### config.mk
export PLATFORM = sky130hd
export DESIGN_NAME = i2c_register_map_staging_unit
export DESIGN_NICKNAME = d
export VERILOG_FILES = /design/src/design/i2crms_pkg.sv /design/src/design/i2crms_ram.sv /design/src/design/i2crms_ctrl.sv /design/src/design/i2crms_dp.sv /design/src/design/i2c_register_map_staging_unit.sv
export SDC_FILE = /design/constraint.sdc
export NUM_CORES = 1
export LEC_CHECK = 0
export CORE_ASPECT_RATIO = 1.75
export CORE_MARGIN = 2
export CORE_UTILIZATION = 30
export CTS_CLUSTER_SIZE = 20
export DETAILED_ROUTE_END_ITERATION = 12
export DONT_BUFFER_PORTS = 1
export GPL_ROUTABILITY_DRIVEN = 0
export PLACE_DENSITY = 0.44
export SKIP_LAST_GASP = 1
export SLEW_MARGIN = 0
export SYNTH_ARGS = -nofsm -noshare
export SYNTH_HDL_FRONTEND = slang
export SYNTH_SLANG_ARGS = --single-unit
### constraint.sdc
create_clock -name clk -period 3.47 [get_ports clk]
set_clock_uncertainty 0.1 [all_clocks]
set_input_delay 0.1735 -clock clk [delete_from_list [all_inputs] [get_ports clk]]
set_output_delay 0.1735 -clock clk [all_outputs]
set_load 0.01 [all_outputs]
### src/design/i2crms_pkg.sv
`default_nettype none
// ----------------------------------------------------------------------------
// i2crms_pkg: shared types, field map and defaults
// Field map of the staged register store, payload structs, controller
// command and status structs, and lookup functions.
// ----------------------------------------------------------------------------
package i2crms_pkg;

  // sizes of the store and its field map
  localparam int STORE_BYTES     = 76;
  localparam int FIELD_COUNT     = 23;
  localparam int MAX_FIELD_BYTES = 4;

  localparam int ADDR_W = 7;
  localparam int DATA_W = 8;
  localparam int FIELD_W = 5;
  localparam int LEN_W  = $clog2(MAX_FIELD_BYTES + 1);
  localparam int SIDX_W = (MAX_FIELD_BYTES > 1) ? $clog2(MAX_FIELD_BYTES) : 1;

  localparam logic [FIELD_W-1:0] NO_FIELD = 5'd31;

  // bus access codes
  localparam logic CMD_READ  = 1'b0;
  localparam logic CMD_WRITE = 1'b1;

  // field map: first byte and length of each field
  localparam logic [ADDR_W-1:0] FIELD_OFFSET [FIELD_COUNT] = '{
    7'd0,  7'd2,  7'd4,  7'd8,  7'd12, 7'd13, 7'd17, 7'd21, 7'd25, 7'd29, 7'd33, 7'd37,
    7'd41, 7'd45, 7'd49, 7'd53, 7'd57, 7'd61, 7'd65, 7'd69, 7'd70, 7'd72, 7'd74
  };
  localparam logic [LEN_W-1:0] FIELD_LEN [FIELD_COUNT] = '{
    3'd2, 3'd2, 3'd4, 3'd4, 3'd1, 3'd4, 3'd4, 3'd4, 3'd4, 3'd4, 3'd4, 3'd4,
    3'd4, 3'd4, 3'd4, 3'd4, 3'd4, 3'd4, 3'd4, 3'd1, 3'd2, 3'd2, 3'd2
  };

  // payload of one access item
  typedef struct packed {
    logic              command;
    logic [ADDR_W-1:0] byte_address;
    logic [DATA_W-1:0] write_data;
  } access_t;

  // payload of one reply item
  typedef struct packed {
    logic [DATA_W-1:0]  read_data;
    logic               more_allowed;
    logic               field_committed;
    logic [FIELD_W-1:0] field_index;
  } reply_t;

  // address to field lookup result
  typedef struct packed {
    logic               hit;
    logic [FIELD_W-1:0] index;
  } field_hit_t;

  // controller to datapath commands
  typedef struct packed {
    logic             capture;
    logic             decode;
    logic             load_rd;
    logic             load_cap;
    logic             load_done;
    logic             exec;
    logic             commit_wr;
    logic             out_load;
    logic [LEN_W-1:0] cnt;
  } ctrl_cmd_t;

  // datapath to controller status
  typedef struct packed {
    logic             hit;
    logic             field_change;
    logic [LEN_W-1:0] len;
    logic             commit_now;
    logic             out_free;
  } ctrl_sts_t;

  // find the field that holds a byte address
  function automatic field_hit_t field_of(input logic [ADDR_W-1:0] addr);
    field_hit_t r;
    logic [ADDR_W:0] top;
    r = '0;
    for (int f = 0; f < FIELD_COUNT; f++) begin
      top = {1'b0, FIELD_OFFSET[f]} + (ADDR_W+1)'(FIELD_LEN[f]);
      if (addr >= FIELD_OFFSET[f] && {1'b0, addr} < top) begin
        r.hit   = 1'b1;
        r.index = FIELD_W'(f);
      end
    end
    return r;
  endfunction

  // field length limited to the shadow size
  function automatic logic [LEN_W-1:0] clip_len(input logic [FIELD_W-1:0] idx);
    logic [LEN_W-1:0] n;
    n = FIELD_LEN[idx];
    return (n > LEN_W'(MAX_FIELD_BYTES)) ? LEN_W'(MAX_FIELD_BYTES) : n;
  endfunction

  // firmware default contents of the store, little endian
  function automatic logic [DATA_W-1:0] store_default(input logic [ADDR_W-1:0] addr);
    logic [DATA_W-1:0] b;
    case (addr)
      7'd4:    b = 8'h53;
      7'd5:    b = 8'h29;
      7'd6:    b = 8'h72;
      7'd7:    b = 8'h46;
      7'd8:    b = 8'hDC;
      7'd9:    b = 8'h2E;
      7'd10:   b = 8'h34;
      7'd11:   b = 8'h3E;
      7'd25:   b = 8'h00;
      7'd26:   b = 8'hFE;
      7'd27:   b = 8'hFF;
      7'd28:   b = 8'hC6;
      7'd29:   b = 8'h00;
      7'd30:   b = 8'hFE;
      7'd31:   b = 8'hFF;
      7'd32:   b = 8'h46;
      7'd74:   b = 8'hB8;
      7'd75:   b = 8'h0B;
      default: b = 8'h00;
    endcase
    return b;
  endfunction

endpackage
`default_nettype wire

### src/design/i2crms_ram.sv
`default_nettype none
// ----------------------------------------------------------------------------
// i2crms_ram: generic simple dual-port ram
// One write port and one read port with registered read data.
// ----------------------------------------------------------------------------
module i2crms_ram #(
  parameter int WIDTH = 8,
  parameter int DEPTH = 76
) (
  input  wire                       clk,
  input  logic                      we,
  input  logic [$clog2(DEPTH)-1:0]  wr_addr,
  input  logic [WIDTH-1:0]          wr_data,
  input  logic                      re,
  input  logic [$clog2(DEPTH)-1:0]  rd_addr,
  output logic [WIDTH-1:0]          rd_data
);

  logic [WIDTH-1:0] mem [DEPTH];

  // write port and registered read port
  always_ff @(posedge clk) begin
    if (we) begin
      mem[wr_addr] <= wr_data;
    end
    if (re) begin
      rd_data <= mem[rd_addr];
    end
  end

endmodule
`default_nettype wire

### src/design/i2crms_ctrl.sv
`default_nettype none
// ----------------------------------------------------------------------------
// i2crms_ctrl: access sequencer
// Steps one item through decode, field load, execute, commit and reply.
// ----------------------------------------------------------------------------
module i2crms_ctrl import i2crms_pkg::*; (
  input  wire        clk,
  input  wire        rst,
  input  logic       access_valid,
  output logic       access_ready,
  input  ctrl_sts_t  sts,
  output ctrl_cmd_t  cmd
);

  localparam logic [2:0] S_IDLE   = 3'd0;
  localparam logic [2:0] S_DECODE = 3'd1;
  localparam logic [2:0] S_LOAD   = 3'd2;
  localparam logic [2:0] S_EXEC   = 3'd3;
  localparam logic [2:0] S_COMMIT = 3'd4;
  localparam logic [2:0] S_DONE   = 3'd5;

  logic [2:0]       state;
  logic [2:0]       state_next;
  logic [LEN_W-1:0] cnt;
  logic [LEN_W-1:0] cnt_next;

  // next state and command decode
  always_comb begin
    state_next   = state;
    cnt_next     = cnt;
    access_ready = 1'b0;
    cmd          = '0;
    cmd.cnt      = cnt;
    case (state)
      S_IDLE: begin
        access_ready = 1'b1;
        if (access_valid) begin
          cmd.capture = 1'b1;
          state_next  = S_DECODE;
        end
      end
      S_DECODE: begin
        cmd.decode = 1'b1;
        cnt_next   = '0;
        if (!sts.hit) begin
          state_next = S_DONE;
        end else if (sts.field_change) begin
          state_next = S_LOAD;
        end else begin
          state_next = S_EXEC;
        end
      end
      S_LOAD: begin
        cmd.load_rd  = (cnt < sts.len);
        cmd.load_cap = (cnt != '0);
        if (cnt == sts.len) begin
          cmd.load_done = 1'b1;
          state_next    = S_EXEC;
        end else begin
          cnt_next = cnt + LEN_W'(1);
        end
      end
      S_EXEC: begin
        cmd.exec = 1'b1;
        cnt_next = '0;
        if (sts.commit_now) begin
          state_next = S_COMMIT;
        end else begin
          state_next = S_DONE;
        end
      end
      S_COMMIT: begin
        cmd.commit_wr = 1'b1;
        if (cnt == sts.len - LEN_W'(1)) begin
          state_next = S_DONE;
        end else begin
          cnt_next = cnt + LEN_W'(1);
        end
      end
      S_DONE: begin
        if (sts.out_free) begin
          cmd.out_load = 1'b1;
          state_next   = S_IDLE;
        end
      end
      default: begin
        state_next = S_IDLE;
      end
    endcase
  end

  // state registers
  always_ff @(posedge clk) begin
    if (rst) begin
      state <= S_IDLE;
      cnt   <= '0;
    end else begin
      state <= state_next;
      cnt   <= cnt_next;
    end
  end

endmodule
`default_nettype wire

### src/design/i2crms_dp.sv
`default_nettype none
// ----------------------------------------------------------------------------
// i2crms_dp: store, shadow buffer and reply datapath
// Holds the register store ram with per-byte default tracking, the field
// shadow, fill and field tracking, and the reply output register.
// ----------------------------------------------------------------------------
module i2crms_dp import i2crms_pkg::*; (
  input  wire        clk,
  input  wire        rst,
  input  access_t    access,
  input  logic       reply_ready,
  input  ctrl_cmd_t  cmd,
  output ctrl_sts_t  sts,
  output reply_t     reply,
  output logic       reply_valid
);

  access_t            item;
  logic [FIELD_W-1:0] fld_q;
  logic [ADDR_W-1:0]  off_q;
  logic [LEN_W-1:0]   len_q;
  logic [DATA_W-1:0]  shadow [MAX_FIELD_BYTES];
  logic [ADDR_W-1:0]  base;
  logic [LEN_W-1:0]   fill;
  logic [FIELD_W-1:0] last_field;
  reply_t             res;
  logic [STORE_BYTES-1:0] written;
  logic               rd_written_q;
  logic [DATA_W-1:0]  rd_default_q;

  field_hit_t         hit;
  logic [ADDR_W:0]    addr_inc;
  logic [ADDR_W-1:0]  rd_addr;
  logic [ADDR_W-1:0]  wr_addr;
  logic [DATA_W-1:0]  wr_data;
  logic [DATA_W-1:0]  ram_q;
  logic [DATA_W-1:0]  rd_byte;
  logic [ADDR_W-1:0]  rd_off;
  logic [SIDX_W-1:0]  cap_idx;
  logic [SIDX_W-1:0]  widx;
  logic [LEN_W-1:0]   fill_inc;
  logic               is_write;

  // field lookup and address arithmetic
  assign hit      = field_of(item.byte_address);
  assign addr_inc = {1'b0, item.byte_address} + (ADDR_W+1)'(1);
  assign rd_addr  = off_q + ADDR_W'(cmd.cnt);
  assign wr_addr  = base + ADDR_W'(cmd.cnt);
  assign wr_data  = shadow[cmd.cnt[SIDX_W-1:0]];
  assign rd_off   = item.byte_address - base;
  assign cap_idx  = SIDX_W'(cmd.cnt - LEN_W'(1));
  assign is_write = (item.command == CMD_WRITE);

  // write slot: a stale fill count restarts at the first shadow byte
  assign widx     = (fill >= len_q) ? '0 : fill[SIDX_W-1:0];
  assign fill_inc = LEN_W'(widx) + LEN_W'(1);

  // never-written store bytes read as their firmware default
  assign rd_byte = rd_written_q ? ram_q : rd_default_q;

  // status to the sequencer
  assign sts.hit          = hit.hit;
  assign sts.field_change = (hit.index != last_field);
  assign sts.len          = len_q;
  assign sts.commit_now   = is_write && (fill_inc == len_q);
  assign sts.out_free     = !reply_valid || reply_ready;

  i2crms_ram #(
    .WIDTH (DATA_W),
    .DEPTH (STORE_BYTES)
  ) u_store (
    .clk     (clk),
    .we      (cmd.commit_wr),
    .wr_addr (wr_addr),
    .wr_data (wr_data),
    .re      (cmd.load_rd),
    .rd_addr (rd_addr),
    .rd_data (ram_q)
  );

  // field tracking, fill count, written flags and reply valid
  always_ff @(posedge clk) begin
    if (rst) begin
      base        <= '0;
      fill        <= '0;
      last_field  <= NO_FIELD;
      written     <= '0;
      reply_valid <= 1'b0;
    end else begin
      if (cmd.load_done) begin
        base       <= off_q;
        last_field <= fld_q;
        if (is_write) begin
          fill <= '0;
        end
      end
      if (cmd.exec && is_write) begin
        fill <= sts.commit_now ? '0 : fill_inc;
      end
      if (cmd.commit_wr) begin
        written[wr_addr] <= 1'b1;
      end
      if (cmd.out_load) begin
        reply_valid <= 1'b1;
      end else if (reply_ready) begin
        reply_valid <= 1'b0;
      end
    end
  end

  // item, field decode, shadow and reply payload
  always_ff @(posedge clk) begin
    if (cmd.capture) begin
      item <= access;
    end
    if (cmd.decode) begin
      fld_q                 <= hit.index;
      off_q                 <= FIELD_OFFSET[hit.index];
      len_q                 <= clip_len(hit.index);
      res.read_data         <= '0;
      res.field_committed   <= 1'b0;
      res.field_index       <= hit.hit ? hit.index : '0;
      res.more_allowed      <= hit.hit && (addr_inc < (ADDR_W+1)'(STORE_BYTES));
    end
    if (cmd.load_rd) begin
      rd_written_q <= written[rd_addr];
      rd_default_q <= store_default(rd_addr);
    end
    if (cmd.load_cap) begin
      shadow[cap_idx] <= rd_byte;
    end
    if (cmd.exec) begin
      if (is_write) begin
        shadow[widx]        <= item.write_data;
        res.field_committed <= sts.commit_now;
      end else begin
        res.read_data <= shadow[rd_off[SIDX_W-1:0]];
      end
    end
    if (cmd.out_load) begin
      reply <= res;
    end
  end

endmodule
`default_nettype wire

### src/design/i2c_register_map_staging_unit.sv
`default_nettype none
// ----------------------------------------------------------------------------
// i2c_register_map_staging_unit: byte access to a field-mapped register store
// Path from access to reply: capture and decode, then straight to the reply
// outside the map, or an execute step on the shadow in the last field
// touched; a new field is first loaded from the store into the shadow, and
// a completed field write is committed to the store (len of 1 to 4 bytes).
// One item at a time: the next access waits until the reply register loads.
// Synchronous reset; the store reads firmware defaults until each byte is
// first written, with no clearing pass.
// ----------------------------------------------------------------------------
module i2c_register_map_staging_unit import i2crms_pkg::*; (
  input  wire      clk,
  input  wire      rst,
  input  logic     access_valid,
  output logic     access_ready,
  input  access_t  access,
  output logic     reply_valid,
  input  logic     reply_ready,
  output reply_t   reply
);

  ctrl_cmd_t cmd;
  ctrl_sts_t sts;

  // sequencer
  i2crms_ctrl u_ctrl (
    .clk          (clk),
    .rst          (rst),
    .access_valid (access_valid),
    .access_ready (access_ready),
    .sts          (sts),
    .cmd          (cmd)
  );

  // store, shadow and reply datapath
  i2crms_dp u_dp (
    .clk         (clk),
    .rst         (rst),
    .access      (access),
    .reply_ready (reply_ready),
    .cmd         (cmd),
    .sts         (sts),
    .reply       (reply),
    .reply_valid (reply_valid)
  );

endmodule
`default_nettype wire

==> results_dict.tcl, run 1 <==
set metrics [dict create \
    period_share 0.982 \
    crit_fanout 7 \
    grtUsageTotal 0.166 \
    synth_compound_area_frac 0.0645 \
    synth_edf_count 709 \
    postLayoutCoreUtil 0.356 \
    yosysMostFrequentCell "edfxtp_1" \
    synth-seq-cells 818 \
    timing.fmax_ghz 0.293 \
    ff2ff_path_depth 8 \
    fp.dieH_um 448 \
    synthSimpleGateAreaFrac 0.0657 \
    ys_top_cells_by_area "edfxtp_1 (63%), mux4_2 (13%), dfxtp_1 (6.5%)" \
    grt_pass1_vias 19677 \
    synth_top_area_frac 0.630 \
    initial_core_util 0.303 \
    synth_xor_area_frac 0.00759 \
    muxShareOfSynthArea 0.138 \
    syn_nets 2079 \
    area_delta_synth_final_pct 17.5 \
    worstSetupPathType "reg2reg" \
    hold_viol_final 0 \
    clock_latency_ns 0.67 \
    cts_htree_levels 3 \
    leakage_nw 12.8 \
    power_density_nw_per_um2 750 \
    period_needed_ns 3.41 \
    rsz0062_at_grt "true" \
    die_w_um 258 \
    grt_overflow_total 0 \
    synth_top_family_by_area "multiplexers" \
    synth_common_cells "edfxtp_1 (709), mux4_2 (196), nor2_1 (179)" \
    clockBufferDepth 3 \
    dieArea_um2 115000 \
    fin_setup_tns_ns 0 \
    finalMaxSlewViolations 0 \
    root_buffer "clkbuf_16" \
    antenna_found_initial 0 \
    startpoint_type "flop" \
    core_area_um2 111000 \
    boundaryPins 37 \
    detail_route.iter0.violations 1607 \
    wirelength_um 95200 \
    worst_pin_slew_ns 1.17 \
    slew_headroom 0.223 \
    remaining_drc_errors 0 \
    cts_tree "done" \
    num_rows 162 \
    cts_buffers 77 \
    netlist_instances 2037 \
    status "finished clean" \
    ant_nets 0 \
    wire_per_inst_um 25.4 \
    seq_area_frac_synth 0.695 \
    drive_gt1_frac 0.238 \
    path_clk_slew_ns 0.06 \
    ir_drop_v 0.000433 \
    critPathRequiredTime_ns 3.76 \
    clock-sinks 818 \
    n_fill_cell 10543 \
    endpoint_kind "flop" \
    fin_nets 2254 \
    dpl.hpwl_um 62700 \
    synth_cell_types 84 \
    synthAdderAreaFrac 0.00859 \
    grt_pass1_wl_um 139000 \
    max_cap_violations 0 \
    firstDrtPassIters 6 \
    portBuffers 0 \
    min_path_cells 1 \
    arrival_ns 3.70 \
    ys.flop_type "edfxtp_1" \
    grt_max_degree 77 \
    power_mw 29.8 \
    hold_class "in2reg" \
    post_synth.cell_area_avg_um2 16.6 \
    via_count 18998 \
    yosysTopAreaCell "edfxtp_1" \
    syn-cell-area_um2 33800 \
    yosys_warnings 0 \
    post_drt_via_cell_ratio 5.06 \
    synthArstFlopShare 0 \
    setup_viol 0 \
]
[cells by family (layout without fill, tap and decap cells)]
group                    Yosys count  count (layout)
other                              0               1
adder cells (fa/ha/maj)           22              22
XOR/XNOR                          25              25
multiplexers                     219             219
AND/OR/NAND/NOR                  475             475
AO/OA/AOI/OAI                    329             329
buffers and inverters            149             386
flip-flops                       818             818
[power by group]
| part | total, mW | switching [mW] | leakage (nW) | internal (mW) |
|---|---|---|---|---|
| clock network | 8.82 | 3.73 | 1.26 | 5.08 |
| registers | 11.8 | 0.247 | 7.28 | 11.5 |
| logic | 9.19 | 5.31 | 4.31 | 3.88 |
[sequential cells by signal, summed over array words and instances (netlist names), 5 cells and up, named ones only]
name and cells:
u_dp.reply 15, u_dp.shadow 32, u_dp.fld_q 5, u_dp.res 15
u_dp.u_store.rd_data 8, u_dp.rd_default_q 8, u_dp.written 76, u_dp.base 7
u_dp.u_store.mem 608, u_dp.last_field 5, u_dp.item 15, u_dp.off_q 7
[metal layers]
layer,up-vias,GRT usage,routed length [µm]
met3,142,0.0222,3470
li1,8425,-,-
met4,0,0.0661,3540
met1,9928,0.186,35600
met2,503,0.314,52600
met5,-,0,0
[timing repair]
item	CTS	global route
setup endpoints to repair	2	3
gates resized for setup	5	2
setup buffers	0	3
cloned	0	1
pin swaps	0	2
endpoints found under the hold margin	100	0
hold buffers	26	0
[per-stage QoR]
stage / cell area, µm² / instances / hold slack (ns) / setup WS, ns
2_1_floorplan: 33800 / 2037 / 0.172 / 0.456
3_3_place_gp: 36800 / 3579 / 0.153 / -0.324
3_5_place_dp: 36800 / 3579 / 0.159 / -0.365
4_1_cts: 39700 / 3746 / 0.000620 / 0.0164
5_1_grt: 39700 / 3750 / 0.0216 / -0.0141
6_report: 39700 / 3751 / 0.0517 / 0.0619
[critical path, cell delays in order (launching register included)]
cell	delay (ns)
edfxtp_1	0.44
ha_4	0.21
fa_4	0.85
buf_12	0.19
buf_4	0.19
mux4_2	0.38
mux4_2	0.55
nand2b_1	0.11
nand4_1	0.09
[worst paths after layout]
check,from,slack [ns],end
worst max-delay path,u_dp.off_q[0],0.06,u_dp.u_store.rd_data[5]
worst min-delay path,access[12],0.05,u_dp.item[12]
worst max register to register,u_dp.off_q[0],0.06,u_dp.u_store.rd_data[5]
worst min register to register,u_dp.res[1],0.32,u_dp.reply[1]
[final cells by class]
| cell class | count | area [µm²] | share of cell area |
|---|---|---|---|
| flip-flops and latches | 818 | 23500 | 0.591 |
| multi-input cells | 1070 | 9690 | 0.244 |
| clock buffers | 106 | 2180 | 0.0549 |
| repair buffers | 214 | 1990 | 0.0502 |
| well taps | 1476 | 1850 | 0.0465 |
| clock inverters | 35 | 408 | 0.0103 |
| inverters | 31 | 116 | 0.00293 |
| diodes | 1 | 2.50 | 0.0000630 |
[placed cells by master, fill, tap and decap left out, drive strengths merged, types with 13 or more instances in the layout]
cell,netlist,routed
mux4,196,196
nand4,21,21
o21a,27,27
o21ai,65,65
a21o,13,13
clkinv,3,24
nor3,24,24
a22o,19,19
xnor2,16,16
clkbuf,60,107
inv,28,29
nor2,180,180
mux2i,20,20
dlygate4sd3,0,25
edfxtp,709,709
o211ai,19,19
ha,20,20
nand2,100,100
nand2b,18,18
dfxtp,109,109
a21oi,107,107
nand3,81,81
buf,58,188
No activity file was read; power rests on OpenSTA's default activity.
==> run 2: changes to the inputs <==
--- a/config.mk
+++ b/config.mk
@@ -17,4 +17,5 @@
 export SLEW_MARGIN = 0
 export SYNTH_ARGS = -nofsm -noshare
 export SYNTH_HDL_FRONTEND = slang
+export SYNTH_HIERARCHICAL = 1
 export SYNTH_SLANG_ARGS = --single-unit
==> results_dict.tcl, run 2 <==
set metrics [dict create \
    synth_cell_types 80 \
    pre_cts_ws_ns -0.199 \
    drive_gt1_frac 0.261 \
    grt_pass1_wl_um 138000 \
    n_antenna_cell 0 \
    post_drt_via_cell_ratio 4.94 \
    yosysTopAreaCell "edfxtp_1" \
    timing.fmax_ghz 0.288 \
    ant_nets 0 \
    path_common_cell "mux4_2" \
    numPlacedInstances 3686 \
    dieArea_um2 116000 \
    remaining_drc_errors 0 \
    reg.largest.list "u_dp/u_store/mem: 608 flops, u_dp/written: 76 flops, u_dp/shadow: 32 flops" \
    detail_route.iter0.violations 1545 \
    firstDrtPassIters 5 \
    status "finished with violations" \
    antenna_found_initial 0 \
    crit_fanout 5 \
    fin_setup_tns_ns -0.00407 \
    largest_reg_flops 608 \
    core_area_um2 112000 \
    worst_pin_slew_ns 0.969 \
    seq_area_frac_synth 0.691 \
    ir_drop_v 0.000743 \
    fin_nets 2368 \
    fp.dieH_um 449 \
    endpoint "u_dp/u_store/rd_data[7]" \
    startpoint_type "flop" \
    netlist_instances 2058 \
    max_cap_violations 0 \
    synth_edf_count 709 \
    grt_overflow_total 0 \
    grt_max_degree 98 \
    critPathRequiredTime_ns 3.77 \
    violations "negative setup slack" \
    wire_per_inst_um 24.4 \
    arrival_ns 3.77 \
    reg2reg_from "u_dp/off_q[0]" \
    fin_ws_ns -0.00407 \
    worstSetupPathType "reg2reg" \
    period_needed_ns 3.47 \
    cts_htree_levels 3 \
    grtUsageTotal 0.162 \
    final_cell_mix "edfxtp_1 (709), buf_4 (241), nor2_1 (235)" \
    yosysMostFrequentCell "edfxtp_1" \
    hold_class "in2reg" \
    grt_pass1_vias 20133 \
    path_clk_slew_ns 0.07 \
    synth-seq-cells 816 \
    portBuffers 0 \
    hold_start "access[2]" \
    boundaryPins 37 \
    setup_viol 1 \
    die_w_um 258 \
    path_cells "ha_4 > fa_4 > xnor2_4 > buf_4 > inv_6 > buf_16 > mux4_2 > mux4_2 > o2111ai_4 > o311ai_2" \
    yosys_warnings 6 \
    power_density_nw_per_um2 796 \
    initial_core_util 0.302 \
    synthArstFlopShare 0 \
    ys_top_cells_by_area "edfxtp_1 (63%), mux4_2 (13%), dfxtp_1 (6.3%)" \
    wirelength_um 94400 \
    critPathLaunch "u_dp/off_q[0]" \
    largest_register "u_dp/u_store/mem" \
    root_buffer "clkbuf_16" \
    n_fill_cell 10472 \
    ff2ff_path_depth 10 \
    finalMaxSlewViolations 0 \
    post_synth.cell_area_avg_um2 16.5 \
    slew_headroom 0.354 \
    leakage_nw 13.3 \
    area_delta_synth_final_pct 19.2 \
    dpl-instance-area_um2 37300 \
    synth_common_cells "edfxtp_1 (709), nor2_1 (237), mux4_2 (189)" \
    crit_slowest_cell "mux4_2" \
    period_share 1.00 \
    cp_num_buf_inv 3 \
    syn-cell-area_um2 33900 \
    num_rows 163 \
    synth_top_area_frac 0.628 \
    syn_nets 2102 \
    reg2reg_slack_ns -0.004 \
    cts_tree "done" \
    ys.flop_type "edfxtp_1" \
    clock-sinks 816 \
    final_common_cell "edfxtp_1" \
    fin_area_um2 40400 \
    r2r-end "u_dp/u_store/rd_data[7]" \
    endpoint_kind "flop" \
    max_stage_delay_ns 0.61 \
    clockBufferDepth 3 \
    crit_family "multiplexers" \
    dpl.hpwl_um 63500 \
    hold_viol_final 0 \
    path_depth 10 \
    rsz0062_at_grt "true" \
    clock_latency_ns 0.67 \
    cts_buffers 76 \
    fin_cells 3866 \
    via_count 19111 \
]
run 2: layer usage:
layer | vias to the layer above | wire length (µm) | global-route usage
met3 | 125 | 2630 | 0.0208
met4 | 0 | 2820 | 0.0575
met5 | - | 0 | 0
met2 | 364 | 54300 | 0.321
met1 | 10002 | 34700 | 0.172
li1 | 8620 | - | -
run 2: where the power goes:
group          switching (mW)  internal (mW)
sequential              0.318           11.6
clock                    3.69           4.64
combinational            6.52           5.37
run 2: worst register-to-register path, cell delays in order (launching register included):
cell,delay [ns]
edfxtp_1,0.43
ha_4,0.19
fa_4,0.48
xnor2_4,0.26
buf_4,0.20
inv_6,0.07
buf_16,0.15
mux4_2,0.30
mux4_2,0.61
o2111ai_4,0.28
o311ai_2,0.14
run 2: final cells by class:
class	count	area (µm²)	share of cell area
Timing Repair Buffer	300	2690	0.0666
Inverter	39	154	0.00381
Multi-Input combinational cell	1090	9880	0.244
Tap cell	1485	1860	0.0460
Clock buffer	95	2010	0.0498
Clock inverter	40	385	0.00953
Timing Repair inverter	1	8.76	0.000217
Sequential cell	816	23400	0.580
run 2: through the flow:
step                      hold WS (ns)  utilization  total power [mW]
after floorplan                  0.143            -              19.2
after detailed placement         0.167        0.332              23.6
final                           0.0478        0.360              32.2
after global placement           0.162        0.332              23.5
after global routing            0.0247        0.360              33.6
after CTS                      0.00172        0.358              32.3
run 2: worst min-delay path by stage:
stage / to / slack (ns) / cells past startpoint
detailed placement: u_dp/written[51] / 0.17 / 1
finish: u_dp/item[2] / 0.05 / 1
CTS: u_dp/item[8] / 0.002 / 1
floorplan: u_ctrl/state[1] / 0.14 / 1
global placement: u_dp/written[48] / 0.16 / 1
global route: u_dp/item[2] / 0.02 / 1
run 2: what timing repair did:
| item | CTS | global route |
|---|---|---|
| hold buffers | 33 | 0 |
| resized for setup | 7 | 25 |
| endpoints found under the setup margin | 7 | 16 |
| cloned | 1 | 6 |
| endpoints found under the hold margin | 130 | 0 |
| pin swaps | 0 | 4 |
| setup buffers | 3 | 2 |
run 2: kinds of logic (layout without fill, tap and decap cells):
group	count (synthesis)	in the layout	synth area share
flip-flops	816	816	0.691
AND/OR/NAND/NOR	472	472	0.0629
AO/OA/AOI/OAI	302	302	0.0561
multiplexers	265	265	0.151
buffers and inverters	152	475	0.0220
XOR/XNOR	27	27	0.00830
adder cells (fa/ha/maj)	24	24	0.00929
